<file path="src/sv/stip_pkg.sv">
// Package for the string to integer parser: widths, limits, character codes, phase type.
package stip_pkg;

    localparam int CHAR_BITS       = 8;
    localparam int RADIX_BITS      = 6;
    localparam int DIGIT_BITS      = 6;
    localparam int VALUE_BITS      = 64;
    localparam int OUT_VALUE_BITS  = 64;
    localparam int OFFSET_BITS     = 12;
    localparam int MAX_CHARS       = 4095;
    localparam int CFG_INDEX_BITS  = 1;
    localparam int CFG_DATA_BITS   = 6;

    localparam int COUNT_LIMIT_INT = (MAX_CHARS < 4095) ? MAX_CHARS : 4095;
    localparam logic [OFFSET_BITS-1:0] COUNT_LIMIT = OFFSET_BITS'(COUNT_LIMIT_INT);

    // register indexes
    localparam logic [CFG_INDEX_BITS-1:0] REG_RADIX       = 1'd0;
    localparam logic [CFG_INDEX_BITS-1:0] REG_SIGNED_MODE = 1'd1;

    localparam logic [RADIX_BITS-1:0] RADIX_RESET = 6'd10;
    localparam logic [RADIX_BITS-1:0] RADIX_AUTO  = 6'd0;
    localparam logic [RADIX_BITS-1:0] RADIX_OCT   = 6'd8;
    localparam logic [RADIX_BITS-1:0] RADIX_DEC   = 6'd10;
    localparam logic [RADIX_BITS-1:0] RADIX_HEX   = 6'd16;

    localparam logic [CHAR_BITS-1:0] CH_NUL   = 8'h00;
    localparam logic [CHAR_BITS-1:0] CH_TAB   = 8'h09;
    localparam logic [CHAR_BITS-1:0] CH_NL    = 8'h0A;
    localparam logic [CHAR_BITS-1:0] CH_SPACE = 8'h20;
    localparam logic [CHAR_BITS-1:0] CH_PLUS  = 8'h2B;
    localparam logic [CHAR_BITS-1:0] CH_MINUS = 8'h2D;
    localparam logic [CHAR_BITS-1:0] CH_ZERO  = 8'h30;
    localparam logic [CHAR_BITS-1:0] CH_NINE  = 8'h39;
    localparam logic [CHAR_BITS-1:0] CH_UA    = 8'h41;
    localparam logic [CHAR_BITS-1:0] CH_UX    = 8'h58;
    localparam logic [CHAR_BITS-1:0] CH_UZ    = 8'h5A;
    localparam logic [CHAR_BITS-1:0] CH_LA    = 8'h61;
    localparam logic [CHAR_BITS-1:0] CH_LX    = 8'h78;
    localparam logic [CHAR_BITS-1:0] CH_LZ    = 8'h7A;

    localparam logic [CHAR_BITS-1:0] ALPHA_OFFSET = 8'd10;

    typedef enum logic [2:0] {
        PH_SPACE,
        PH_FIRST,
        PH_ZERO,
        PH_DIGITS,
        PH_DONE
    } phase_t;

endpackage

</file>
<file path="src/sv/string_to_integer_parser.sv">
// Top level of the streaming string to integer parser (strtol style).
//
// Input channel: one character per request (character, end_of_string) under
// in_valid / in_stall. Whitespace, an optional sign, an optional 0x prefix and
// then digits below the radix are parsed; conversion stops at NUL or at the
// first invalid character, later characters are ignored.
// Output channel: one request (value, end_offset) per string, after the
// request marked end_of_string, under out_valid / out_stall.
// Config: cfg_we writes cfg_data to register cfg_index (0 radix, 1 signed_mode);
// the user must use it only while the block is idle; the block does not enforce this.
// Throughput: one character per cycle while in_stall is low, set by the single
// multiply-add by the radix in the parse stage. Path: the final character goes
// from the input register through the parse stage into the pending register,
// then through the sign stage into the output register, which raises out_valid.
// Reset: radix 10, signed mode on, parser at leading whitespace, no requests
// held. A stalled result holds in the output register; one more result waits
// in the sign stage and then in_stall rises only when a final character
// reaches the parse stage with no room behind it.
module string_to_integer_parser (
    input  logic                                clk,
    input  logic                                rst_n,
    input  logic                                cfg_we,
    input  logic [stip_pkg::CFG_INDEX_BITS-1:0] cfg_index,
    input  logic [stip_pkg::CFG_DATA_BITS-1:0]  cfg_data,
    input  logic                                in_valid,
    output logic                                in_stall,
    input  logic [stip_pkg::CHAR_BITS-1:0]      character,
    input  logic                                end_of_string,
    output logic                                out_valid,
    input  logic                                out_stall,
    output logic [stip_pkg::OUT_VALUE_BITS-1:0] value,
    output logic [stip_pkg::OFFSET_BITS-1:0]    end_offset
);
    import stip_pkg::*;

    // configuration
    logic [RADIX_BITS-1:0]  radix_reg;
    logic                   signed_mode_reg;

    // input register
    logic                   s1_valid_reg;
    logic [CHAR_BITS-1:0]   char_reg;
    logic                   eos_reg;

    // parser state
    phase_t                 phase_reg;
    phase_t                 phase_next;
    logic [VALUE_BITS-1:0]  acc_reg;
    logic [VALUE_BITS-1:0]  acc_next;
    logic                   neg_reg;
    logic                   neg_next;
    logic [RADIX_BITS-1:0]  act_radix_reg;
    logic [RADIX_BITS-1:0]  act_radix_next;
    logic [OFFSET_BITS-1:0] cnt_reg;
    logic [OFFSET_BITS-1:0] cnt_next;

    // pending result and output register
    logic                   pend_valid_reg;
    logic [VALUE_BITS-1:0]  pend_acc_reg;
    logic                   pend_neg_reg;
    logic [OFFSET_BITS-1:0] pend_cnt_reg;
    logic                   out_valid_reg;
    logic [VALUE_BITS-1:0]  value_reg;
    logic [OFFSET_BITS-1:0] offset_reg;

    // handshake
    logic out_free;
    logic pend_go;
    logic pend_free;
    logic s1_go;
    logic in_accept;

    // decode
    logic                   is_blank;
    logic                   is_minus_ok;
    logic                   is_plus;
    logic                   is_x;
    logic                   is_dec;
    logic                   is_lower;
    logic                   is_upper;
    logic [DIGIT_BITS-1:0]  digit;
    logic                   digit_alnum;
    logic                   first_case;
    logic                   auto_or_hex;
    logic                   prefix_zero;
    logic [RADIX_BITS-1:0]  first_radix;
    logic [RADIX_BITS-1:0]  use_radix;
    logic                   do_digit;
    logic                   digit_ok;
    logic                   count_inc;
    logic [VALUE_BITS-1:0]  acc_step;
    logic [OFFSET_BITS-1:0] cnt_inc;

    assign out_free  = !out_valid_reg || !out_stall;
    assign pend_go   = pend_valid_reg && out_free;
    assign pend_free = !pend_valid_reg || pend_go;
    assign s1_go     = s1_valid_reg && (!eos_reg || pend_free);
    assign in_stall  = s1_valid_reg && !s1_go;
    assign in_accept = in_valid && !in_stall;

    always_comb
    begin
        is_blank    = char_reg inside {CH_SPACE, CH_TAB, CH_NL};
        is_minus_ok = (char_reg == CH_MINUS) && signed_mode_reg;
        is_plus     = (char_reg == CH_PLUS);
        is_x        = char_reg inside {CH_LX, CH_UX};
        is_dec      = char_reg inside {[CH_ZERO:CH_NINE]};
        is_lower    = char_reg inside {[CH_LA:CH_LZ]};
        is_upper    = char_reg inside {[CH_UA:CH_UZ]};
        digit_alnum = is_dec || is_lower || is_upper;
        if (is_dec)
        begin
            digit = DIGIT_BITS'(char_reg - CH_ZERO);
        end
        else if (is_lower)
        begin
            digit = DIGIT_BITS'(char_reg - CH_LA + ALPHA_OFFSET);
        end
        else
        begin
            digit = DIGIT_BITS'(char_reg - CH_UA + ALPHA_OFFSET);
        end

        first_case  = ((phase_reg == PH_SPACE) && !is_blank && !is_minus_ok && !is_plus)
                      || (phase_reg == PH_FIRST);
        auto_or_hex = (radix_reg == RADIX_AUTO) || (radix_reg == RADIX_HEX);
        prefix_zero = first_case && auto_or_hex && (char_reg == CH_ZERO);
        first_radix = (radix_reg == RADIX_AUTO) ? RADIX_DEC : radix_reg;
        use_radix   = first_case ? first_radix : act_radix_reg;
        do_digit    = (first_case && !prefix_zero)
                      || ((phase_reg == PH_ZERO) && !is_x)
                      || (phase_reg == PH_DIGITS);
        digit_ok    = (char_reg != CH_NUL) && digit_alnum && (digit < use_radix);

        acc_step    = acc_reg * VALUE_BITS'(use_radix) + VALUE_BITS'(digit);
        cnt_inc     = (cnt_reg < COUNT_LIMIT) ? cnt_reg + 1'b1 : cnt_reg;
    end

    // phase transitions
    always_comb
    begin
        phase_next = phase_reg;
        case (phase_reg)
            PH_SPACE, PH_FIRST:
            begin
                if ((phase_reg == PH_SPACE) && is_blank)
                begin
                    phase_next = PH_SPACE;
                end
                else if ((phase_reg == PH_SPACE) && (is_minus_ok || is_plus))
                begin
                    phase_next = PH_FIRST;
                end
                else if (prefix_zero)
                begin
                    phase_next = PH_ZERO;
                end
                else
                begin
                    phase_next = digit_ok ? PH_DIGITS : PH_DONE;
                end
            end
            PH_ZERO:
            begin
                if (is_x)
                begin
                    phase_next = PH_DIGITS;
                end
                else
                begin
                    phase_next = digit_ok ? PH_DIGITS : PH_DONE;
                end
            end
            PH_DIGITS:
            begin
                phase_next = digit_ok ? PH_DIGITS : PH_DONE;
            end
            default:
            begin
                phase_next = PH_DONE;
            end
        endcase
    end

    // datapath updates
    always_comb
    begin
        count_inc = ((phase_reg == PH_SPACE) && (is_blank || is_minus_ok || is_plus))
                    || prefix_zero
                    || ((phase_reg == PH_ZERO) && is_x)
                    || (do_digit && digit_ok);
        acc_next  = (do_digit && digit_ok) ? acc_step : acc_reg;
        cnt_next  = count_inc ? cnt_inc : cnt_reg;
        neg_next  = neg_reg || ((phase_reg == PH_SPACE) && is_minus_ok);
        if (first_case)
        begin
            if (prefix_zero)
            begin
                act_radix_next = (radix_reg == RADIX_AUTO) ? RADIX_OCT : RADIX_HEX;
            end
            else
            begin
                act_radix_next = first_radix;
            end
        end
        else if ((phase_reg == PH_ZERO) && is_x)
        begin
            act_radix_next = RADIX_HEX;
        end
        else
        begin
            act_radix_next = act_radix_reg;
        end
    end

    always_ff @(posedge clk or negedge rst_n)
    begin
        if (!rst_n)
        begin
            radix_reg       <= RADIX_RESET;
            signed_mode_reg <= 1'b1;
            s1_valid_reg    <= 1'b0;
            phase_reg       <= PH_SPACE;
            acc_reg         <= '0;
            neg_reg         <= 1'b0;
            act_radix_reg   <= '0;
            cnt_reg         <= '0;
            pend_valid_reg  <= 1'b0;
            out_valid_reg   <= 1'b0;
        end
        else
        begin
            if (cfg_we)
            begin
                case (cfg_index)
                    REG_RADIX:       radix_reg       <= cfg_data[RADIX_BITS-1:0];
                    REG_SIGNED_MODE: signed_mode_reg <= cfg_data[0];
                    default:         radix_reg       <= radix_reg;
                endcase
            end

            if (in_accept)
            begin
                s1_valid_reg <= 1'b1;
            end
            else if (s1_go)
            begin
                s1_valid_reg <= 1'b0;
            end

            if (s1_go)
            begin
                if (eos_reg)
                begin
                    phase_reg     <= PH_SPACE;
                    acc_reg       <= '0;
                    neg_reg       <= 1'b0;
                    act_radix_reg <= '0;
                    cnt_reg       <= '0;
                end
                else
                begin
                    phase_reg     <= phase_next;
                    acc_reg       <= acc_next;
                    neg_reg       <= neg_next;
                    act_radix_reg <= act_radix_next;
                    cnt_reg       <= cnt_next;
                end
            end

            if (s1_go && eos_reg)
            begin
                pend_valid_reg <= 1'b1;
            end
            else if (pend_go)
            begin
                pend_valid_reg <= 1'b0;
            end

            if (pend_go)
            begin
                out_valid_reg <= 1'b1;
            end
            else if (!out_stall)
            begin
                out_valid_reg <= 1'b0;
            end
        end
    end

    always_ff @(posedge clk)
    begin
        if (in_accept)
        begin
            char_reg <= character;
            eos_reg  <= end_of_string;
        end
        if (s1_go && eos_reg)
        begin
            pend_acc_reg <= acc_next;
            pend_neg_reg <= neg_next;
            pend_cnt_reg <= cnt_next;
        end
        if (pend_go)
        begin
            value_reg  <= pend_neg_reg ? ('0 - pend_acc_reg) : pend_acc_reg;
            offset_reg <= pend_cnt_reg;
        end
    end

    assign out_valid  = out_valid_reg;
    assign value      = OUT_VALUE_BITS'(value_reg);
    assign end_offset = offset_reg;

    a_cnt_limit: assert property (@(posedge clk) disable iff (!rst_n)
        cnt_reg <= COUNT_LIMIT)
        else $error("consumed count above limit");

    a_space_clean: assert property (@(posedge clk) disable iff (!rst_n)
        (phase_reg == PH_SPACE) |-> (acc_reg == '0 && !neg_reg && act_radix_reg == '0))
        else $error("parser state not clear in whitespace phase");

    a_accept_loads: assert property (@(posedge clk) disable iff (!rst_n)
        in_accept |=> s1_valid_reg)
        else $error("accepted request lost at input register");

    a_refill: assert property (@(posedge clk) disable iff (!rst_n)
        (pend_valid_reg && out_valid_reg && !out_stall) |=> out_valid_reg)
        else $error("pending result not moved to output");

    a_last_to_pend: assert property (@(posedge clk) disable iff (!rst_n)
        (s1_go && eos_reg) |=> pend_valid_reg)
        else $error("final character produced no pending result");

endmodule
</file>
<file path="config.mk">
export PLATFORM = sky130hd
export DESIGN_NAME = string_to_integer_parser
export DESIGN_NICKNAME = d
export VERILOG_FILES = /design/src/sv/stip_pkg.sv /design/src/sv/string_to_integer_parser.sv
export SDC_FILE = /design/constraint.sdc
export NUM_CORES = 1
export LEC_CHECK = 0
export BUFFER_PORTS_ARGS = -buffer_cell sky130_fd_sc_hd__buf_2
export CORE_MARGIN = 5
export CORE_UTILIZATION = 40
export CTS_CLUSTER_SIZE = 16
export DETAILED_ROUTE_END_ITERATION = 16
export PLACE_DENSITY_LB_ADDON = 0.05
export SYNTH_ARGS = -nofsm -noshare
export SYNTH_HDL_FRONTEND = slang
export SYNTH_SLANG_ARGS = --single-unit
</file>
<file path="constraint.sdc">
create_clock -name clk -period 20.5 [get_ports clk]
set_clock_uncertainty 0.2 [all_clocks]
set_input_delay 4.1 -clock clk [delete_from_list [all_inputs] [get_ports clk]]
set_output_delay 4.1 -clock clk [all_outputs]
set_load 0.05 [all_outputs]
</file>
==> flow_summary.toml, run 1 <==
[placement]
dp.cells = 3031
numPortBuffers = 98
gp_congestion = 0.8956
dp_hpwl_mm = 46.65
placed_area_um2 = 24740

[setup_path]
startpoint = "out_stall"
slowest_delay_ns = 0.25
cp-start-kind = "primary input"
crit_family = "buffers and inverters"
rr_startpoint = "char_reg[1]"
crit_fanout = 4
slowest_stage = "buf_2"
endpoint_kind = "output port"
worstPathRequired_ns = 16.20
critPathArrivalTime_ns = 4.88
criticalPathCategory = "primary input to output port"
critical_path.cell_chain = "buf_2, nand4_1, inv_1, nand2_1, inv_1, buf_2"
path_buf_inv = 4

[synthesis]
netlist_area_um2 = 23510
synthCells = 2256
async_flop_share = 0.3721
synthMuxAreaShare = 0.01251
ys_seq_area_frac = 0.3093
ys_warn_count = 0
synth-edff-count = 162
synth_simple_gate_area_frac = 0.1858
synth_compound_area_frac = 0.1261
ys_ff_latch = 258
synth_fa_ha_area_frac = 0.2810
synth-xor-area-share = 0.05327
synth_top_family_by_area = "adder cells"
syn_avg_cell_area_um2 = 10.42
synth_cell_types = 82
synth_fp_nets = 2661
synth_ff_type = "edfxtp_1"

[timing]
setup-violations-final = 0
hold_viol = 0
min_period_ns = 9.178
min_period_over_period = 0.4477
finalMaxSlewViolations = 0
worst_slew_pin_slew_ns = 1.205
relSlewSlack = 0.1945
rsz0062_at_grt = "no"
fmax_mhz = 109.0
setup_tns_ns = 0

[routing]
drt-pass1-iter-count = 5
wl_per_cell_um = 20.02
via_per_inst = 5.456
wl_mm = 61.71
vias = 16820
ant_nets = 0
drt_iter0_drc = 973
post-route-drc-count = 0

[run_status]
status = "completed"

[clock_network]
cts_buffer_depth = 3
htreeDepth = 1
clock-sinks = 258
numCtsBuffers = 28
ctsResizeCount = 0
clk_latency_ns = 0.57
cts-hold-fix-buffers = 0
cts_setup_buffers = 0
cts_root_buf = "clkbuf_16"
cts_tree = "done"
clkTransAtPathRegs_ns = 0.06

[finish]
fin_area_um2 = 25640
final_cells = 3083
area_growth_pct = 9.058
layout_common_cells = "287 x and2_1, 240 x nand2_1, 240 x fa_1"
nNetsFinal = 2701
drive_gt1_frac = 0.09362
mostFrequentLayoutCell = "and2_1"
n_antenna_cell = 0

[power]
ir_drop_mv = 0.06135
powerDensity_nw_per_um2 = 62.38
cellLeakagePower_nw = 11.82

[die]
core_um2 = 57920
start_util = 0.4059
ios = 99
num_rows = 88
dieArea_um2 = 63720
fp.dieH_um = 252.4
die_w_um = 252.4

[global_routing]
grt_max_degree = 65
overflow = 0
grt_pass1_wl_mm = 101.0
track_usage = 0.1957
grt_pass1_vias = 17530
antenna_found_initial = 3

[flow_run]
maxCapViolCount = 0

[hold_path]
hold_start = "pend_cnt_reg[7]"
hold_class = "flip-flop to flip-flop"
==> synthesized netlist by cell type (14+ instances only) <==
| cell type | number | area, µm² |
|---|---|---|
| a21o_1 | 35 | 262.8 |
| a31oi_1 | 17 | 106.4 |
| and2_1 | 287 | 1795 |
| clkbuf_1 | 101 | 379.1 |
| o21ai_0 | 121 | 605.6 |
| a21oi_1 | 86 | 430.4 |
| edfxtp_1 | 162 | 4865 |
| xor2_1 | 31 | 271.5 |
| o31ai_1 | 25 | 187.7 |
| nand3_1 | 23 | 115.1 |
| nand2_1 | 241 | 904.6 |
| nand2b_1 | 18 | 112.6 |
| ha_1 | 144 | 1802 |
| o21bai_1 | 22 | 165.2 |
| mux2_2 | 19 | 214.0 |
| inv_1 | 89 | 334.1 |
| dfrtp_1 | 93 | 2327 |
| a22o_1 | 54 | 473.0 |
| xnor2_1 | 112 | 980.9 |
| nor3_1 | 14 | 70.07 |
| nor2b_1 | 70 | 437.9 |
| fa_1 | 240 | 4805 |
| nand4_1 | 24 | 150.1 |
| nor2_1 | 58 | 217.7 |
==> final timing paths <==
path / to / slack, ns / cells after the start
min in group asynchronous: s1_valid_reg / 3.35 / 1
hold reg to reg: end_offset[7] / 0.22 / 0
hold / removal: end_offset[7] / 0.22 / 0
setup reg to reg: pend_acc_reg[55] / 11.53 / 26
max in group asynchronous: acc_reg[42] / 15.52 / 2
setup / recovery: in_stall / 11.32 / 6
==> area by class of cell <==
type	count	area, µm²
flip-flops and latches	258	7271
inverters	89	334.1
multi-input cells	1803	15550
fillers	5570	32280
clock buffers	38	758.2
well taps	765	957.2
repair buffers	116	628.1
clock inverters	14	137.6
==> per-layer routing <==
metal	routed length, µm	GRT usage	part of all wire
met1	30480	0.2996	0.49
met5	0	0	0
met4	1208	0.03893	0.020
met3	2533	0.01513	0.041
met2	27490	0.3077	0.45
==> report_power, final <==
group          total, mW  internal (mW)  switching, mW
Combinational      0.444          0.116          0.329
Clock              0.500          0.285          0.215
Sequential         0.655          0.616         0.0393
==> stage by stage <==
stage	hold slack, ns	setup WS [ns]	utilization	total power [mW]
final	0.2202	11.32	0.4427	1.599
after global routing	0.2220	10.95	0.4427	1.683
after CTS	0.2216	11.31	0.4427	1.623
after detailed placement	0.2057	11.32	0.4272	1.116
after global placement	0.2019	11.29	0.4272	1.112
after floorplan	0.2003	10.05	-	0.9636
==> kinds of logic (layout without fill, tap and decap cells) <==
| logic type | after synthesis | count (layout) |
|---|---|---|
| DFF | 258 | 258 |
| AOI/OAI and AO/OA | 442 | 442 |
| muxes | 27 | 27 |
| and+or+nand+nor | 807 | 807 |
| xor gates and xnor gates | 143 | 143 |
| adders and majority gates | 384 | 384 |
| buffers and inverters | 195 | 257 |
(Power assumes the default switching activity.)
==> run 2, diff against run 1 <==
ABC_AREA = 1   (was unset)
clock period = 8.7 ns   (was 20.5 ns; I/O delays follow)
==> run 2 against run 1 <==
Against the previous run: total power rose to 3.3 times the previous value; setup slack lost 11 ns; synthesized cell count up 27%; core utilization about the same; clock power grew to 2.7 times the previous value; cell count is 22% higher; hold slack lost 0.0022 ns; sequential power is 140% higher; first-iteration DRC count grew 17%; global-route usage up 4.0 points; sequential cell count unchanged; critical endpoint is now acc_reg[50]; largest cell class unchanged.
==> flow_summary.toml, run 2 <==
[run_status]
status = "completed"

[global_routing]
grt_max_degree = 73
overflow = 0
antenna_found_initial = 0
grt_pass1_vias = 20700
track_usage = 0.2358
grt_pass1_wl_mm = 123.0

[clock_network]
clkTransAtPathRegs_ns = 0.06
ctsResizeCount = 0
cts_buffer_depth = 3
numCtsBuffers = 34
cts-hold-fix-buffers = 0
clk_latency_ns = 0.56
cts_tree = "done"
clock-sinks = 258
htreeDepth = 2
cts_setup_buffers = 0
cts_root_buf = "clkbuf_16"

[power]
p_sw_mw = 2.297
comb_power_share = 0.437
power.share.clock = 0.263
swShare = 0.4415
p_int_mw = 2.906
cellLeakagePower_nw = 12.48
powerDensity_nw_per_um2 = 194.5
p_seq_frac = 0.299
ir_drop_mv = 0.1271

[setup_path]
crit_family = "adder cells"
critPathArrivalTime_ns = 8.28
slowest_stage = "o21ai_0"
slowest_delay_ns = 0.64
path_buf_inv = 5
cp_common_cell = "nand2_1"
crit_fanout = 29
criticalPathCategory = "flip-flop to flip-flop"
cp-start-kind = "flip-flop"
endpoint_kind = "flip-flop"
worstPathRequired_ns = 8.96

[timing]
hold_viol = 0
min_period_over_period = 0.9209
finalMaxSlewViolations = 0
relSlewSlack = 0.2642
min_period_ns = 8.012
worst_slew_pin_slew_ns = 1.092
setup-violations-final = 0
setup_tns_ns = 0
worst_slack_ns = 0.6884
rsz0062_at_grt = "no"
fmax_mhz = 124.8

[synthesis]
yosys.area.top_type = "edfxtp_1"
ys_top_cells_by_count = "538 x nor2_1, 453 x nand2_1, 377 x inv_1, 240 x fa_1, 162 x edfxtp_1"
async_flop_share = 0.3721
ys_ff_latch = 258
ys_warn_count = 0
synth_simple_gate_area_frac = 0.2026
synthCells = 2866
netlist_top_cells_area = "edfxtp_1 20%, fa_1 20%, dfrtp_1 9.5%"
synth-xor-area-share = 0.04777
synth_top_family_by_area = "adder cells"
ys_seq_area_frac = 0.2982
yosysMostFrequentCell = "nor2_1"
synth_top_area_share = 0.1995
synth_ff_type = "edfxtp_1"
synth_fa_ha_area_frac = 0.2709
synthMuxAreaShare = 0.0004618
synth_compound_area_frac = 0.1048
netlist_area_um2 = 24380
synth_fp_nets = 3271
synth_cell_types = 56
syn_avg_cell_area_um2 = 8.508
synth-edff-count = 162

[die]
die_w_um = 256.9
ios = 99
core_um2 = 60360
num_rows = 90
dieArea_um2 = 66000
start_util = 0.4040
fp.dieH_um = 256.9

[hold_path]
hold_class = "flip-flop to flip-flop"

[finish]
layout_common_cells = "536 x nor2_1, 448 x nand2_1, 376 x inv_1"
nNetsFinal = 3349
drive_gt1_frac = 0.09296
fin_area_um2 = 26750
area_growth_pct = 9.703
mostFrequentLayoutCell = "nor2_1"
fillCellCount = 6089
n_antenna_cell = 0

[routing]
ant_nets = 0
vias = 19860
wl_mm = 77.30
via_per_inst = 5.295
drt_iter0_drc = 1143
drt-pass1-iter-count = 8
post-route-drc-count = 0
wl_per_cell_um = 20.61

[flow_run]
maxCapViolCount = 0

[placement]
placed_area_um2 = 25690
gp_congestion = 0.9645
dp_hpwl_mm = 62.19
place_ws_ns = 0.7890
numPortBuffers = 98
run 2: cell count changes in the layout (fill, tap and decap cells not counted), moves of 49 or more:
cell	delta
a22o_1	-54
and2_1	-286
inv_1	+287
nand2_1	+208
nand3_1	+82
nor2_1	+482
nor2b_1	-70
o21ai_1	+66
o21ai_2	+49
run 2: worst reg2reg max path: cells and delay by family (launching register included):
kind | cells | cell delay [ns]
adder cells (fa/ha/maj) | 6 | 2.59
AND/OR/NAND/NOR | 18 | 2.39
flip-flops | 1 | 0.43
buffers and inverters | 5 | 0.59
AO/OA/AOI/OAI | 6 | 1.72
run 2: kinds of logic (layout without fill, tap and decap cells):
logic type,count (synthesis),count (layout)
AND/OR/NAND/NOR,1204,1204
buffers and inverters,462,565
AO/OA/AOI/OAI,424,424
adder cells (fa/ha/maj),384,384
flip-flops,258,258
XOR/XNOR,133,133
multiplexers,1,1
run 2: final timing paths:
kind | from | endpoint | slack [ns] | cells after the start
setup / recovery | char_reg[1] | acc_reg[50] | 0.69 | 35
hold / removal | pend_cnt_reg[7] | end_offset[7] | 0.22 | 0
setup reg to reg | char_reg[1] | acc_reg[50] | 0.69 | 35
hold reg to reg | pend_cnt_reg[7] | end_offset[7] | 0.22 | 0
max in group asynchronous | rst_n | acc_reg[1] | 6.03 | 2
min in group asynchronous | rst_n | cnt_reg[10] | 1.02 | 1
run 2: layer usage:
| metal | vias up | routed length (µm) | GRT usage |
|---|---|---|---|
| li1 | 9407 | - | - |
| met1 | 9897 | 36610 | 0.3435 |
| met2 | 484 | 35810 | 0.3820 |
| met3 | 73 | 3551 | 0.03118 |
| met4 | 0 | 1327 | 0.04667 |
| met5 | - | 0 | 0 |
run 2: cell type report:
class	instances	area [µm²]	share of cell area
clock buffers	47	930.9	0.03480
clock inverters	14	123.9	0.004631
inverters	382	1438	0.05374
multi-input cells	2146	15320	0.5728
flip-flops and latches	258	7271	0.2718
well taps	782	978.4	0.03658
repair buffers	122	685.7	0.02563
run 2: through the flow:
| stage | hold slack [ns] | std cells | total power [mW] | utilization |
|---|---|---|---|---|
| after floorplan | 0.2003 | 2866 | 3.161 | - |
| after global placement | 0.2014 | 3690 | 3.836 | 0.4257 |
| after detailed placement | 0.2066 | 3690 | 3.861 | 0.4257 |
| after CTS | 0.2194 | 3751 | 5.257 | 0.4432 |
| after global routing | 0.2227 | 3751 | 5.557 | 0.4432 |
| final | 0.2181 | 3751 | 5.204 | 0.4432 |
run 2: power by group through the flow:
stage | clock (mW) | combinational [mW] | sequential, mW
floorplan | 0 | 1.50 | 1.66
detailed placement | 0 | 2.28 | 1.58
global route | 1.45 | 2.54 | 1.57
CTS | 1.40 | 2.30 | 1.56
finish | 1.37 | 2.28 | 1.56
global placement | 0 | 2.26 | 1.58
==> run 3, diff against run 2 <==
BUFFER_PORTS_ARGS = -buffer_cell sky130_fd_sc_hd__clkbuf_2   (was -buffer_cell sky130_fd_sc_hd__buf_2)
CORE_UTILIZATION = 62   (was 40)
==> run 3 against run 2 <==
Against the previous run: die area is 34% lower; register-to-register slack better by 0.21 ns; design area down 1.8%; first-iteration DRC count up 72%; via count increased by 2.9%; global-route usage rose by 8.8 points; sequential share of layout area increased by 0.49 points; clock-buffer cell count is 9 lower; critical path depth is 5 lower; largest cell class unchanged.
==> flow_summary.toml, run 3 (synthesis results as in run 2) <==
[routing]
post-route-drc-count = 0
drt-pass1-iter-count = 5
wl_per_cell_um = 20.07
wl_mm = 69.69
vias = 20440
ant_nets = 0
drt_iter0_drc = 1970
via_per_inst = 5.886

[finish]
layout_common_cells = "536 x nor2_1, 448 x nand2_1, 376 x inv_1"
drive_gt1_frac = 0.09005
fillCellCount = 3205
area_growth_pct = 7.759
mostFrequentLayoutCell = "nor2_1"
nNetsFinal = 3336
seq_area_um2 = 7271
multiInputGateArea_um2 = 15320

[clock_network]
cts-hold-fix-buffers = 0
cts_root_buf = "clkbuf_16"
htreeDepth = 1
clkTransAtPathRegs_ns = 0.06
cts_buffer_depth = 3
numCtsBuffers = 29
ctsResizeCount = 0
clock-sinks = 258
cts_setup_buffers = 0
cts_tree = "done"
clk_latency_ns = 0.58

[timing]
min_period_ns = 7.800
rsz0062_at_grt = "no"
fmax_mhz = 128.2
hold_viol = 0
worst_slew_pin_slew_ns = 1.122
min_period_over_period = 0.8965
setup-violations-final = 0
setup_tns_ns = 0
relSlewSlack = 0.2521
finalMaxSlewViolations = 0

[setup_path]
slowest_delay_ns = 0.62
cp_common_cell = "inv_1"
crit_family = "adder cells"
endpoint_kind = "flip-flop"
slowest_stage = "nand2_2"
crit_fanout = 31
startpoint = "char_reg[1]"
worstPathRequired_ns = 8.81
rr_startpoint = "char_reg[1]"
cp-start-kind = "flip-flop"
path_buf_inv = 6
criticalPathCategory = "flip-flop to flip-flop"
critPathArrivalTime_ns = 7.91

[power]
powerDensity_nw_per_um2 = 191.6
ir_drop_mv = 0.1545
power_mw = 5.035
cellLeakagePower_nw = 12.42

[placement]
dp_hpwl_mm = 55.15
numPortBuffers = 98
gp_congestion = 1.064

[global_routing]
track_usage = 0.3234
grt_max_degree = 79
overflow = 0
grt_pass1_wl_mm = 113.2
antenna_found_initial = 4
grt_pass1_vias = 20890

[hold_path]
hold_class = "flip-flop to flip-flop"
hold_start = "pend_cnt_reg[4]"

[die]
dieArea_um2 = 43390
fp.dieH_um = 208.3
ios = 99
num_rows = 72
die_w_um = 208.3
start_util = 0.6295
core_um2 = 38740

[flow_run]
maxCapViolCount = 0

[run_status]
status = "completed"
==> run 3: changes by cell type in the layout (fill, tap and decap cells not counted), moves of 3 or more <==
cell       change
clkbuf_1       -3
buf_2         -97
buf_4          -8
clkbuf_2      +97
clkbuf_16      -6
bufinv_16      +3
==> run 3: power breakdown <==
part | switching (mW) | internal [mW] | leakage, nW
clock network | 0.525 | 0.742 | 0.457
logic | 1.58 | 0.626 | 9.11
registers | 0.0823 | 1.47 | 2.84
==> run 3: routing by layer <==
layer,global-route usage,wire [µm],vias up
met5,0,0,-
met4,0.08335,1644,0
met3,0.06010,6694,129
met2,0.5155,32040,951
met1,0.4632,29310,9981
li1,-,-,9382
==> run 3: path summary, 6_finish.rpt <==
kind                       slack [ns]  depth (start not counted)          endpoint
setup / recovery                 0.90                         30  pend_acc_reg[35]
hold reg to reg                  0.22                          0     end_offset[4]
setup reg to reg                 0.90                         30  pend_acc_reg[35]
hold / removal                   0.22                          0     end_offset[4]
min in group asynchronous        0.98                          1       acc_reg[48]
max in group asynchronous        5.98                          2        cnt_reg[8]
==> run 3: final cells by class <==
class | count | share of cell area
antenna | 1 | 0.00009524
sequential | 258 | 0.2767
inverter | 382 | 0.05471
tap | 518 | 0.02467
multi-input combinational | 2146 | 0.5831
clock inverter | 16 | 0.007571
clock buffer | 38 | 0.02929
timing repair buffer | 114 | 0.02381
==> run 3: through the flow <==
| step | cell area, µm² | worst slack [ns] | cells | hold slack, ns | util |
|---|---|---|---|---|---|
| 2_1_floorplan | 24380 | 2.472 | 2866 | 0.2003 | - |
| 3_3_place_gp | 25300 | 1.193 | 3418 | 0.2006 | 0.6532 |
| 3_5_place_dp | 25300 | 1.097 | 3418 | 0.2054 | 0.6532 |
| 4_1_cts | 26270 | 1.046 | 3472 | 0.2198 | 0.6782 |
| 5_1_grt | 26270 | 0.4489 | 3472 | 0.2191 | 0.6782 |
| 6_report | 26280 | 0.9002 | 3473 | 0.2187 | 0.6783 |
==> run 3: worst register-to-register path, delay by kind of cell (launching register included) <==
family,cells,cell delay (ns)
flip-flops,1,0.43
AND/OR/NAND/NOR,11,1.86
XOR/XNOR,1,0.10
buffers and inverters,6,0.76
adder cells (fa/ha/maj),6,2.55
AO/OA/AOI/OAI,6,1.64
